==> src/rtl/lcsl_pkg.sv <==
package lcsl_pkg;

  localparam int unsigned MAX_LEN_DEF     = 256;
  localparam int unsigned VALUE_WIDTH_DEF = 32;
  localparam int unsigned VALUE_W         = 32;
  localparam int unsigned LENGTH_W        = 9;

  localparam logic OP_LOAD  = 1'b0;
  localparam logic OP_QUERY = 1'b1;

  typedef struct packed {
    logic                      op;
    logic signed [VALUE_W-1:0] value;
    logic                      last;
  } lcsl_in_t;

  typedef struct packed {
    logic [LENGTH_W-1:0] length;
    logic                ref_overflow;
  } lcsl_out_t;

  typedef struct packed {
    logic tok;
    logic last;
  } lcsl_ctl_t;

endpackage

==> src/rtl/lcsl_cell.sv <==
module lcsl_cell #(
  parameter int unsigned VW    = 32,
  parameter int unsigned LEN_W = 9
) (
  input  logic               clk_i,
  input  logic               rst_ni,
  input  logic               en_i,
  input  logic               clr_i,
  input  logic               wr_i,
  input  logic [VW-1:0]      wr_value_i,
  input  logic               active_i,
  input  lcsl_pkg::lcsl_ctl_t ctl_i,
  input  logic [VW-1:0]      val_i,
  input  logic [LEN_W-1:0]   left_i,
  input  logic [LEN_W-1:0]   diag_i,
  output lcsl_pkg::lcsl_ctl_t ctl_o,
  output logic [VW-1:0]      val_o,
  output logic [LEN_W-1:0]   left_o,
  output logic [LEN_W-1:0]   diag_o
);

  logic [VW-1:0]       ref_q;
  logic [LEN_W-1:0]    dp_q, dp_d;
  logic [LEN_W-1:0]    nv;
  lcsl_pkg::lcsl_ctl_t ctl_q;
  logic [VW-1:0]       val_q;
  logic [LEN_W-1:0]    left_q, diag_q;

  always_comb begin
    if (!active_i) begin
      nv = left_i;
    end else if (ref_q == val_i) begin
      nv = diag_i + LEN_W'(1);
    end else if (dp_q > left_i) begin
      nv = dp_q;
    end else begin
      nv = left_i;
    end
  end

  always_comb begin
    dp_d = dp_q;
    if (clr_i) begin
      dp_d = '0;
    end else if (en_i && ctl_i.tok && active_i) begin
      dp_d = ctl_i.last ? '0 : nv;
    end
  end

  always_ff @(posedge clk_i) begin
    if (wr_i) begin
      ref_q <= wr_value_i;
    end
  end

  always_ff @(posedge clk_i or negedge rst_ni) begin
    if (!rst_ni) begin
      dp_q  <= '0;
      ctl_q <= '0;
    end else begin
      dp_q <= dp_d;
      if (en_i) begin
        ctl_q <= ctl_i;
      end
    end
  end

  always_ff @(posedge clk_i) begin
    if (en_i) begin
      val_q  <= val_i;
      left_q <= nv;
      diag_q <= dp_q;
    end
  end

  assign ctl_o  = ctl_q;
  assign val_o  = val_q;
  assign left_o = left_q;
  assign diag_o = diag_q;

endmodule
==> config.mk <==
export PLATFORM = sky130hd
export DESIGN_NAME = lcsl_cell
export DESIGN_NICKNAME = d
export VERILOG_FILES = /design/src/rtl/lcsl_pkg.sv /design/src/rtl/lcsl_cell.sv
export SDC_FILE = /design/constraint.sdc
export NUM_CORES = 1
export LEC_CHECK = 0
export ABC_AREA = 1
export ABC_CLOCK_PERIOD_IN_PS = 2310
export BUFFER_PORTS_ARGS = -buffer_cell sky130_fd_sc_hd__buf_4
export CAP_MARGIN = 25
export CORE_UTILIZATION = 40
export CTS_BUF_LIST = sky130_fd_sc_hd__clkbuf_4
export CTS_CLUSTER_SIZE = 10
export DETAILED_ROUTE_END_ITERATION = 12
export PLACE_DENSITY = 0.72
export SLEW_MARGIN = 0
export SYNTH_ARGS = -nofsm -noshare
export SYNTH_HDL_FRONTEND = slang
export SYNTH_SLANG_ARGS = --single-unit
==> constraint.sdc <==
create_clock -name clk_i -period 2.31 [get_ports clk_i]
set_clock_uncertainty 0.1 [all_clocks]
set_input_delay 0 -clock clk_i [delete_from_list [all_inputs] [get_ports clk_i]]
set_output_delay 0 -clock clk_i [all_outputs]
set_load 0.01 [all_outputs]
==> results of run 1 <==
==> worst min path at each step <==
stage / cells after the start / slack [ps] / to / start
floorplan: 0 / -400 / ctl_o[0]$_DFFE_PN0P_ / rst_ni
global placement: 1 / -240 / dp_q[7]$_DFFE_PN0P_ / rst_ni
detailed placement: 1 / -250 / dp_q[8]$_DFFE_PN0P_ / rst_ni
CTS: 6 / 2 / dp_q[4]$_DFFE_PN0P_ / diag_i[4]
global route: 6 / 60 / dp_q[8]$_DFFE_PN0P_ / diag_i[8]
finish: 6 / 20 / dp_q[4]$_DFFE_PN0P_ / diag_i[4]
==> cell families after synthesis <==
kind of cell	synth area share, %
compound gates	0.661
xor+xnor	7.15
simple gates	19.7
fa+ha+maj	3.00
mux	0.541
buf+inv	3.21
flops	65.7
==> cell type report <==
class	instances	area [um^2]	area share [%]
sequential	93	2740	42.7
clock inverter	6	68.8	1.07
timing repair buffer	231	1950	30.3
tap	133	166	2.59
multi-input combinational	223	1310	20.4
inverter	30	113	1.76
clock buffer	10	75.1	1.17
==> critical path: cells and delay by family, from the launching register on <==
kind            cells  cell delay (ps)
buf+inv             1              190
compound gates      2              360
fa+ha+maj           1              350
simple gates        6              550
flops               1              440
==> registers in the layout, indices dropped and copies added, names as in the netlist <==
| signal | cells |
|---|---|
| ref_q | 32 |
| val_o | 32 |
| diag_o | 9 |
| dp_q | 9 |
| left_o | 9 |
| ctl_o | 2 |
==> routing by layer <==
metal  routed length [um]  share of wire, %  GRT usage [%]
met5                    0                 0              0
met3                  523               5.1           4.01
met4                  246               2.4           9.08
met2                 5390                52           35.3
met1                 4150                40           22.5
==> cells in the final DEF, fill, tap and decap left out <==
| cell type | instances |
|---|---|
| sky130_fd_sc_hd__nor2_1 | 14 |
| sky130_fd_sc_hd__clkbuf_4 | 10 |
| sky130_fd_sc_hd__nor3_2 | 1 |
| sky130_fd_sc_hd__inv_1 | 28 |
| sky130_fd_sc_hd__o21ai_1 | 2 |
| sky130_fd_sc_hd__inv_6 | 2 |
| sky130_fd_sc_hd__dlygate4sd3_1 | 85 |
| sky130_fd_sc_hd__nand2_1 | 95 |
| sky130_fd_sc_hd__clkinv_2 | 1 |
| sky130_fd_sc_hd__nand3b_1 | 6 |
| sky130_fd_sc_hd__xor2_1 | 5 |
| sky130_fd_sc_hd__nand3_2 | 2 |
| sky130_fd_sc_hd__nor2_8 | 2 |
| sky130_fd_sc_hd__nand3_1 | 29 |
| sky130_fd_sc_hd__nand2_4 | 2 |
| sky130_fd_sc_hd__a21o_1 | 1 |
| sky130_fd_sc_hd__mux2_2 | 2 |
| sky130_fd_sc_hd__ha_1 | 10 |
| sky130_fd_sc_hd__dfrtp_1 | 11 |
| sky130_fd_sc_hd__clkinv_4 | 1 |
| sky130_fd_sc_hd__nand4_1 | 3 |
| sky130_fd_sc_hd__bufinv_16 | 1 |
| sky130_fd_sc_hd__and2_1 | 7 |
| sky130_fd_sc_hd__buf_4 | 146 |
| sky130_fd_sc_hd__nand3_4 | 1 |
| sky130_fd_sc_hd__edfxtp_1 | 82 |
| sky130_fd_sc_hd__clkinvlp_4 | 1 |
| sky130_fd_sc_hd__nand2_2 | 6 |
| sky130_fd_sc_hd__nor2_2 | 3 |
| sky130_fd_sc_hd__or2_2 | 1 |
| sky130_fd_sc_hd__clkinv_1 | 1 |
| sky130_fd_sc_hd__a21oi_1 | 2 |
| sky130_fd_sc_hd__xnor2_1 | 29 |
| sky130_fd_sc_hd__inv_2 | 1 |
==> stage by stage <==
step / setup slack (ps) / std cells
floorplan: 395 / 348
global placement: 176 / 623
detailed placement: 94.0 / 623
CTS: 54.6 / 724
global route: -19.9 / 726
finish: 115 / 726
==> report_power, final <==
part           leakage, nW  total, mW  internal, mW  switching [mW]
clock               0.0774      0.928         0.350           0.577
combinational         1.85      0.626         0.363           0.264
sequential           0.955       2.00          1.96          0.0441
==> timing repair <==
action / CTS / global route
hold buffers: 85 / 0
resized for setup: 0 / 3
setup buffers: 0 / 2
endpoints found under the setup margin: 0 / 14
endpoints found under the hold margin: 153 / 0
==> parameters.txt, run 1 <==
Parameter                              Value

Synth
  Number of cells produced by synthesis    348
  Most area-hungry cell type in the Yosys netlist    sky130_fd_sc_hd__edfxtp_1
  Top_reg_cell synth    sky130_fd_sc_hd__edfxtp_1
  Count of state elements after synthesis    slightly above 90
  Mean area per synthesized cell    about 12 um^2
  Summed instance area of the synthesized netlist    around 0.0042 mm^2
  YS warnings    0
  Seq/Total Area, Yosys    roughly two thirds
  Share of the synthesized area in the top cell type    between 50% and 60%
  Post-synth EDFFs    between 80 and 90
  Post-Synthesis Net Count    approximately 450
  Proportion of synthesized flip-flops having asynchronous set or reset    between 10% and 20%
  Top cell types by occurrence after synthesis    96 x sky130_fd_sc_hd__nand2_1, 82 x sky130_fd_sc_hd__edfxtp_1, 29 x sky130_fd_sc_hd__nand3_1, 29 x sky130_fd_sc_hd__xnor2_1, 28 x sky130_fd_sc_hd__inv_1
  Most common cell in the netlist    sky130_fd_sc_hd__nand2_1
  Leading post-synthesis cells by cell area    sky130_fd_sc_hd__edfxtp_1 59%, sky130_fd_sc_hd__nand2_1 8.7%, sky130_fd_sc_hd__dfrtp_1 6.6%, sky130_fd_sc_hd__xnor2_1 6.1%, sky130_fd_sc_hd__nand3_1 3.5%
  Number of library cell types mapped by synthesis    27

Timing
  Slew @ Worst Pin    764 ps
  Number of endpoints failing setup at the final stage    0
  Post-Route Hold Slack    ~22 ps
  FMAX    about 460 MHz
  Final number of max-transition violations    0
  Final critical-path share of the clock period    approximately 95%
  Post-route setup TNS    0 ps
  Final count of hold timing violations    0
  Max-slew headroom    approximately half
  Period minus WS final    roughly 2200 ps

GRT
  Combined global-route utilization of all metal layers    a little under 20%
  Number of antenna violations at the first check in global routing    0
  GRT overflow    0
  Wire length of the first global-routing pass    between 15000 and 20000 um
  Via count of the first global-routing pass    between 3000 and 4000
  Largest net degree at the start of global routing    33

Floorplan
  Die Height    104 um
  Std-Cell Rows    36
  IO Pins    approximately 140
  Die area    between 0.01 and 0.015 mm^2
  Die span in x    between 100 and 150 um
  Starting utilization of the core area    between 40% and 50%
  Core region area    0.00991 mm^2

Worst setup path
  Depth of the worst register-to-register path    10
  Type of origin of the critical path    register
  Worst Setup SP    dp_q[2]$_DFFE_PN0P_
  Cell with the largest stage delay on the worst path    sky130_fd_sc_hd__dfrtp_1
  Largest stage delay on the critical path    between 400 and 500 ps
  Capture point of the worst reg-to-reg path    left_o[6]$_DFFE_PP_
  Worst setup path end    left_o[6]$_DFFE_PP_
  Data arrival at the endpoint of the critical path    2330 ps
  Launch instance of the worst register-to-register path    dp_q[2]$_DFFE_PN0P_
  Setup crit end kind    register
  List of cells traversed by the critical path    ha_1 -> a21o_1 -> o21ai_1 -> nand2_2 -> buf_4 -> nand3_1 -> nand2_1 -> nand2_1 -> nand3_1 -> and2_1
  Type of the worst setup path    register to register
  Worst-path maximum fanout    7
  Required @ worst endpoint    around 2400 ps
  Reg2reg setup slack    approximately 110 ps

CTS
  Clock tree from TritonCTS    built
  H-Tree Level Count    3
  Buffer type at the clock tree root    sky130_fd_sc_hd__clkbuf_4
  Clock Pin Slew Worst Setup and Hold Paths    around 150 ps
  Deepest clock path buffer count    2
  Number of clock sinks    93
  Total CTS buffers    9
  Clock insertion delay at the later pin of the skew report    450 ps

Finish
  Share of the core filled with cells    64.7%
  # nets final    688
  Signed area change from the synthesized netlist to the final layout    54.1%
  Non-Filler Cell Area, Final    about 0.0064 mm^2
  Ratio of cells with drive above 1 in the final layout    between 30% and 40%
  Final-layout fill cell count    ~780
  Final antenna diode count    0

Power
  Total chip power    around 3.6 mW
  Worst IR Drop VDD    0.398 mV
  Power Dens Cells    555 mW/mm^2
  Leakage power    between 2 and 3 nW

Place
  Final weighted congestion in routability-driven placement    0.882
  Sum of net half-perimeters after detailed placement    ~6700 um
  Count of buffers from port buffering    between 100 and 150
  DP Area    about 0.0054 mm^2

Drt
  Starting DRC count in detailed routing    a little over 100
  Via-per-instance ratio    roughly 4.6
  Detailed-route wire length    just over 10000 um
  Remaining antenna violation count after routing    0
  First-pass detailed-route iteration total    4
  Drt wl/cell    about 14 um
  Final routed DRC violation total    0
  Routed vias    between 3000 and 4000

Outcome
  Outcome    completed

Flow run
  Maxcap violations    0

Min path
  Hold Crit Class    primary input to register
(Power assumes the default switching activity.)
==> run 2, diff against run 1 <==
--- a/config.mk
+++ b/config.mk
@@ -10,3 +10,3 @@
 export BUFFER_PORTS_ARGS = -buffer_cell sky130_fd_sc_hd__buf_4
-export CAP_MARGIN = 25
+export CAP_MARGIN = 20
 export CORE_UTILIZATION = 40
@@ -15,2 +15,3 @@
 export DETAILED_ROUTE_END_ITERATION = 12
+export GPL_TIMING_DRIVEN = 0
 export PLACE_DENSITY = 0.72
--- a/constraint.sdc
+++ b/constraint.sdc
@@ -4,2 +4,2 @@
 set_output_delay 0 -clock clk_i [all_outputs]
-set_load 0.01 [all_outputs]
+set_load 0.005 [all_outputs]
==> parameters.txt, run 2 (same netlist as run 1, synthesis figures left out) <==
Parameter                              Value

Outcome
  Outcome    completed

Drt
  Remaining antenna violation count after routing    0
  Starting DRC count in detailed routing    between 100 and 150
  Drt wl/cell    13.6 um
  Via-per-instance ratio    around 4.6
  Routed vias    between 3000 and 4000
  Final routed DRC violation total    0
  First-pass detailed-route iteration total    5
  Detailed-route wire length    10000 um

Floorplan
  IO Pins    142
  Starting utilization of the core area    between 40% and 50%
  Core region area    0.00991 mm^2
  Die Height    ~100 um
  Std-Cell Rows    36
  Die area    roughly 0.011 mm^2
  Die span in x    104 um

CTS
  Number of clock sinks    93
  Deepest clock path buffer count    2
  Clock tree from TritonCTS    built
  Total CTS buffers    9
  Buffer type at the clock tree root    sky130_fd_sc_hd__clkbuf_4
  H-Tree Level Count    3
  Clock Pin Slew Worst Setup and Hold Paths    140 ps
  Clock insertion delay at the later pin of the skew report    about 430 ps

Power
  Leakage power    between 2 and 3 nW
  Clock group share of total power    between 20 and 25%
  Worst IR Drop VDD    approximately 0.45 mV
  Switching share of power    between 20% and 30%
  Sequential group share of total power    59.6%
  Power Dens Cells    around 520 mW/mm^2
  Total chip power    around 3.4 mW
  Net Switching    between 0.8 and 0.9 mW
  Portion of total power attributed to combinational logic    a little under a fifth
  Internal power    between 2 and 3 mW

Timing
  Period minus WS final    about 2200 ps
  Final count of hold timing violations    0
  Final critical-path share of the clock period    a little over nine tenths
  Number of endpoints failing setup at the final stage    0
  Slack of the critical path    around 130 ps
  Post-Route Hold Slack    about 31 ps
  Post-route setup TNS    0 ps
  FMAX    ~460 MHz
  Final number of max-transition violations    0
  Max-slew headroom    53.8%
  Setup repair after global routing missed its margin    false
  Slew @ Worst Pin    approximately 700 ps

GRT
  Largest net degree at the start of global routing    54
  Combined global-route utilization of all metal layers    roughly 19%
  Wire length of the first global-routing pass    between 15000 and 20000 um
  Via count of the first global-routing pass    around 3500
  Number of antenna violations at the first check in global routing    0
  GRT overflow    0

Worst setup path
  Type of origin of the critical path    register
  Setup crit end kind    register
  Worst-path maximum fanout    10
  Type of the worst setup path    register to register
  Data arrival at the endpoint of the critical path    2290 ps
  Required @ worst endpoint    around 2400 ps

Place
  Count of buffers from port buffering    141
  DP Area    0.00539 mm^2
  Pre-CTS setup slack    about 190 ps
  Number of instances in the placed design    ~620
  Sum of net half-perimeters after detailed placement    6430 um
  Final weighted congestion in routability-driven placement    slightly below 0.9

Finish
  Filler-free cell count of the finished design    about 740
  # nets final    700
  Ratio of cells with drive above 1 in the final layout    between 30 and 40%
  Leading cell types in the layout, fill and taps excluded    147 x sky130_fd_sc_hd__buf_4, 95 x sky130_fd_sc_hd__nand2_1, 94 x sky130_fd_sc_hd__dlygate4sd3_1
  Final-layout fill cell count    about 760
  Non-Filler Cell Area, Final    around 0.0065 mm^2
  Leading cell type in the layout, fill and taps excluded    sky130_fd_sc_hd__buf_4
  Final antenna diode count    0
  Share of the core filled with cells    65.5%
  Signed area change from the synthesized netlist to the final layout    56.0%

Flow run
  Maxcap violations    0

Min path
  Hold Crit Class    primary input to register
==> run 2: cell count changes in the layout (fill, tap and decap cells not counted), sizes merged <==
cell,change
bufinv,-1
clkinv,+2
clkinvlp,+1
buf,+2
inv,-1
dlygate4sd3,+9
==> run 2: critical path: stages, from the launching register on <==
cell and delay [ps]:
sky130_fd_sc_hd__dfrtp_1 450, sky130_fd_sc_hd__ha_1 290, sky130_fd_sc_hd__nand2_1 90, sky130_fd_sc_hd__inv_2 40, sky130_fd_sc_hd__nand2_1 90, sky130_fd_sc_hd__nor2_1 50, sky130_fd_sc_hd__nor2_1 140, sky130_fd_sc_hd__nand2_2 110
sky130_fd_sc_hd__buf_6 160, sky130_fd_sc_hd__nand3_1 70, sky130_fd_sc_hd__nand2_1 60, sky130_fd_sc_hd__nand2_1 50, sky130_fd_sc_hd__nand3_1 100, sky130_fd_sc_hd__and2_1 160
==> run 2: layout make-up <==
| cell class | count | area, um^2 | area share [%] |
|---|---|---|---|
| repair buffers | 241 | 2040 | 31.5 |
| inverters | 30 | 113 | 1.73 |
| flip-flops and latches | 93 | 2740 | 42.1 |
| multi-input cells | 223 | 1300 | 20.0 |
| plain buffers | 2 | 25.0 | 0.385 |
| clock buffers | 9 | 67.6 | 1.04 |
| well taps | 133 | 166 | 2.56 |
| clock inverters | 7 | 41.3 | 0.636 |
==> run 2: timing repair <==
item / CTS / global route
setup endpoints to repair: 0 / 4
gates resized for setup: 0 / 3
setup buffers: 0 / 6
hold buffers: 94 / 0
endpoints found under the hold margin: 127 / 0
==> run 2: worst paths after layout <==
| check | startpoint | slack, ps | cells past startpoint | end |
|---|---|---|---|---|
| worst max-delay path | dp_q[7]$_DFFE_PN0P_ | 130 | 13 | left_o[6]$_DFFE_PP_ |
| worst min-delay path | en_i | 30 | 1 | val_o[11]$_DFFE_PP_ |
| worst max register to register | dp_q[7]$_DFFE_PN0P_ | 130 | 13 | left_o[6]$_DFFE_PP_ |
| worst min register to register | dp_q[4]$_DFFE_PN0P_ | 400 | 0 | diag_o[4]$_DFFE_PP_ |
| max in group asynchronous | rst_ni | 1200 | 3 | dp_q[1]$_DFFE_PN0P_ |
| min in group asynchronous | rst_ni | 530 | 3 | dp_q[6]$_DFFE_PN0P_ |
==> run 2: power groups by stage <==
stage	Sequential (mW)	Combinational [mW]	Clock [mW]
2_1_floorplan	2.04	0.166	0
3_3_place_gp	2.04	0.465	0
3_5_place_dp	2.04	0.477	0
4_1_cts	2.00	0.605	0.779
5_1_grt	2.02	0.667	0.826
6_report	2.00	0.611	0.745
==> run 2: metal layers <==
metal | wire length (um) | part of all wire (%) | up-vias | track usage, %
li1 | - | - | 1673 | -
met1 | 3680 | 37 | 1560 | 21.1
met2 | 5320 | 53 | 140 | 35.0
met3 | 763 | 7.6 | 24 | 5.01
met4 | 283 | 2.8 | 0 | 9.49
met5 | 0 | 0 | - | 0
==> run 3, diff against run 2 <==
- ABC_CLOCK_PERIOD_IN_PS: 2310 -> 2100
- clock period: 2.31 -> 2.1 ns (I/O delays scaled with it)
==> parameters.txt, run 3 (same netlist as run 1, synthesis figures left out) <==
Parameter                              Value

Outcome
  Outcome    finished with violations
  Violated checks    setup timing

Drt
  Routed vias    3532
  First-pass detailed-route iteration total    5
  Remaining antenna violation count after routing    0
  Via-per-instance ratio    4.75
  Starting DRC count in detailed routing    154
  Final routed DRC violation total    0
  Detailed-route wire length    10800 um
  Drt wl/cell    14.5 um

Floorplan
  Core region area    just under 0.01 mm^2
  Die area    around 0.011 mm^2
  Die span in x    between 100 and 150 um
  Die Height    between 100 and 150 um
  IO Pins    142
  Std-Cell Rows    36
  Starting utilization of the core area    around 42%

Worst setup path
  Type of origin of the critical path    register
  Type of the worst setup path    register to register
  Reg2reg setup slack    -70 ps
  Required @ worst endpoint    about 2200 ps
  Setup crit end kind    register
  Data arrival at the endpoint of the critical path    2280 ps
  Worst-path maximum fanout    5

Place
  DP Area    between 0.005 and 0.006 mm^2
  Sum of net half-perimeters after detailed placement    about 6400 um
  Final weighted congestion in routability-driven placement    0.879
  Count of buffers from port buffering    between 100 and 150

GRT
  Largest net degree at the start of global routing    between 50 and 60
  Met3 track demand over resource in global routing    roughly 5.0%
  Met2 Usage GRT    35.5%
  Highest-utilization routing layer at the global route stage    met2
  Wire length of the first global-routing pass    about 16000 um
  Number of antenna violations at the first check in global routing    0
  Via count of the first global-routing pass    between 3000 and 4000
  Combined global-route utilization of all metal layers    between 10% and 20%
  GR Layer Usage met1    around a fifth
  GRT overflow    0

Timing
  Max-slew headroom    between 50% and 60%
  Slew @ Worst Pin    around 680 ps
  Number of endpoints failing setup at the final stage    7
  Post-Route Hold Slack    between 20 and 25 ps
  Period minus WS final    2170 ps
  FMAX    461 MHz
  Setup repair after global routing missed its margin    true
  Post-route setup TNS    -348 ps
  Final number of max-transition violations    0
  Final critical-path share of the clock period    103%
  Final count of hold timing violations    0
  Slack of the critical path    -69.8 ps

Power
  Power Dens Cells    ~560 mW/mm^2
  Internal power    approximately 2.8 mW
  Leakage power    between 2 and 3 nW
  Portion of total power attributed to combinational logic    between 10% and 20%
  Worst IR Drop VDD    slightly above 0.5 mV
  Clock group share of total power    about 22%
  Total chip power    3.75 mW
  Sequential group share of total power    58.8%
  Switching share of power    24.8%
  Net Switching    a little over 0.9 mW

CTS
  Number of clock sinks    93
  Total CTS buffers    9
  Deepest clock path buffer count    2
  Buffer type at the clock tree root    sky130_fd_sc_hd__clkbuf_4
  Clock Pin Slew Worst Setup and Hold Paths    150 ps
  Clock insertion delay at the later pin of the skew report    between 400 and 500 ps
  H-Tree Level Count    3
  Clock tree from TritonCTS    built

Finish
  Leading cell type in the layout, fill and taps excluded    sky130_fd_sc_hd__buf_4
  Final-layout fill cell count    719
  Leading cell types in the layout, fill and taps excluded    151 x sky130_fd_sc_hd__buf_4, 94 x sky130_fd_sc_hd__dlygate4sd3_1, 92 x sky130_fd_sc_hd__nand2_1
  Final antenna diode count    0
  Share of the core filled with cells    around two thirds
  Signed area change from the synthesized netlist to the final layout    60.9%
  Non-Filler Cell Area, Final    about 0.0067 mm^2
  Ratio of cells with drive above 1 in the final layout    between 30% and 40%
  Sequential cell area    around 0.0027 mm^2
  # nets final    706
  Area of combinational cells with multiple inputs    between 0.001 and 0.0015 mm^2

Min path
  Hold Crit Class    primary input to register

Flow run
  Maxcap violations    0
[run 3: cell types whose count changed in the layout (fill, tap and decap cells not counted), moves of 4 or more]
cell and change:
sky130_fd_sc_hd__and2_1 -6, sky130_fd_sc_hd__and2_4 +6, sky130_fd_sc_hd__buf_4 +4, sky130_fd_sc_hd__ha_1 -4, sky130_fd_sc_hd__nand3_1 -10, sky130_fd_sc_hd__nand3_2 +10
sky130_fd_sc_hd__nor2_1 -4
[run 3: area by class of cell]
type / instances / share of cell area [%]
Sequential cell: 93 / 40.9
Clock buffer: 9 / 1.01
Timing Repair Buffer: 246 / 31.1
Tap cell: 133 / 2.48
Inverter: 30 / 1.68
Buffer: 2 / 0.373
Multi-Input combinational cell: 224 / 21.9
Clock inverter: 7 / 0.616
[run 3: metrics by stage]
stage                     instances  worst slack, ps
after global placement          622             20.2
final                           744            -69.8
after CTS                       737             6.14
after global routing            744             -174
after floorplan                 348              185
after detailed placement        622            -21.8
[run 3: critical path, cell delays in order (launching register included)]
cell	delay (ps)
sky130_fd_sc_hd__dfrtp_1	430
sky130_fd_sc_hd__ha_1	310
sky130_fd_sc_hd__nand2_1	90
sky130_fd_sc_hd__inv_2	60
sky130_fd_sc_hd__nand2_4	100
sky130_fd_sc_hd__nor2_2	50
sky130_fd_sc_hd__nor2_2	130
sky130_fd_sc_hd__nand2_2	110
sky130_fd_sc_hd__buf_6	150
sky130_fd_sc_hd__nand3_1	60
sky130_fd_sc_hd__nand2_1	70
sky130_fd_sc_hd__nand2_1	80
sky130_fd_sc_hd__nand3_2	70
sky130_fd_sc_hd__and2_4	140
[run 3: power by group through the flow]
stage	clock (mW)	sequential (mW)	combinational, mW
6_report	0.831	2.20	0.712
3_3_place_gp	0	2.24	0.512
3_5_place_dp	0	2.24	0.524
2_1_floorplan	0	2.25	0.183
5_1_grt	0.909	2.22	0.770
4_1_cts	0.857	2.20	0.669
[run 3: worst paths after layout]
check | startpoint | end | cells past startpoint
min in group asynchronous | rst_ni | dp_q[6]$_DFFE_PN0P_ | 3
max in group asynchronous | rst_ni | dp_q[1]$_DFFE_PN0P_ | 3
setup reg to reg | dp_q[7]$_DFFE_PN0P_ | left_o[4]$_DFFE_PP_ | 13
hold / removal | en_i | val_o[1]$_DFFE_PP_ | 1
setup / recovery | dp_q[7]$_DFFE_PN0P_ | left_o[4]$_DFFE_PP_ | 13
hold reg to reg | ctl_o[1]$_DFFE_PN0P_ | ctl_o[1]$_DFFE_PN0P_ | 1
[run 3: repair_timing]
action | in CTS | in global routing
endpoints found under the hold margin | 127 | 0
endpoints found under the setup margin | 9 | 18
buffers inserted | 5 | 5
gates resized for setup | 0 | 39
hold buffers | 94 | 0
pin swaps | 0 | 13
gates cloned | 0 | 2
[run 3: metal layers]
metal,vias to the layer above,routed length (um)
met2,151,5750
met1,1659,3870
met5,-,0
li1,1687,-
met3,35,775
met4,0,396
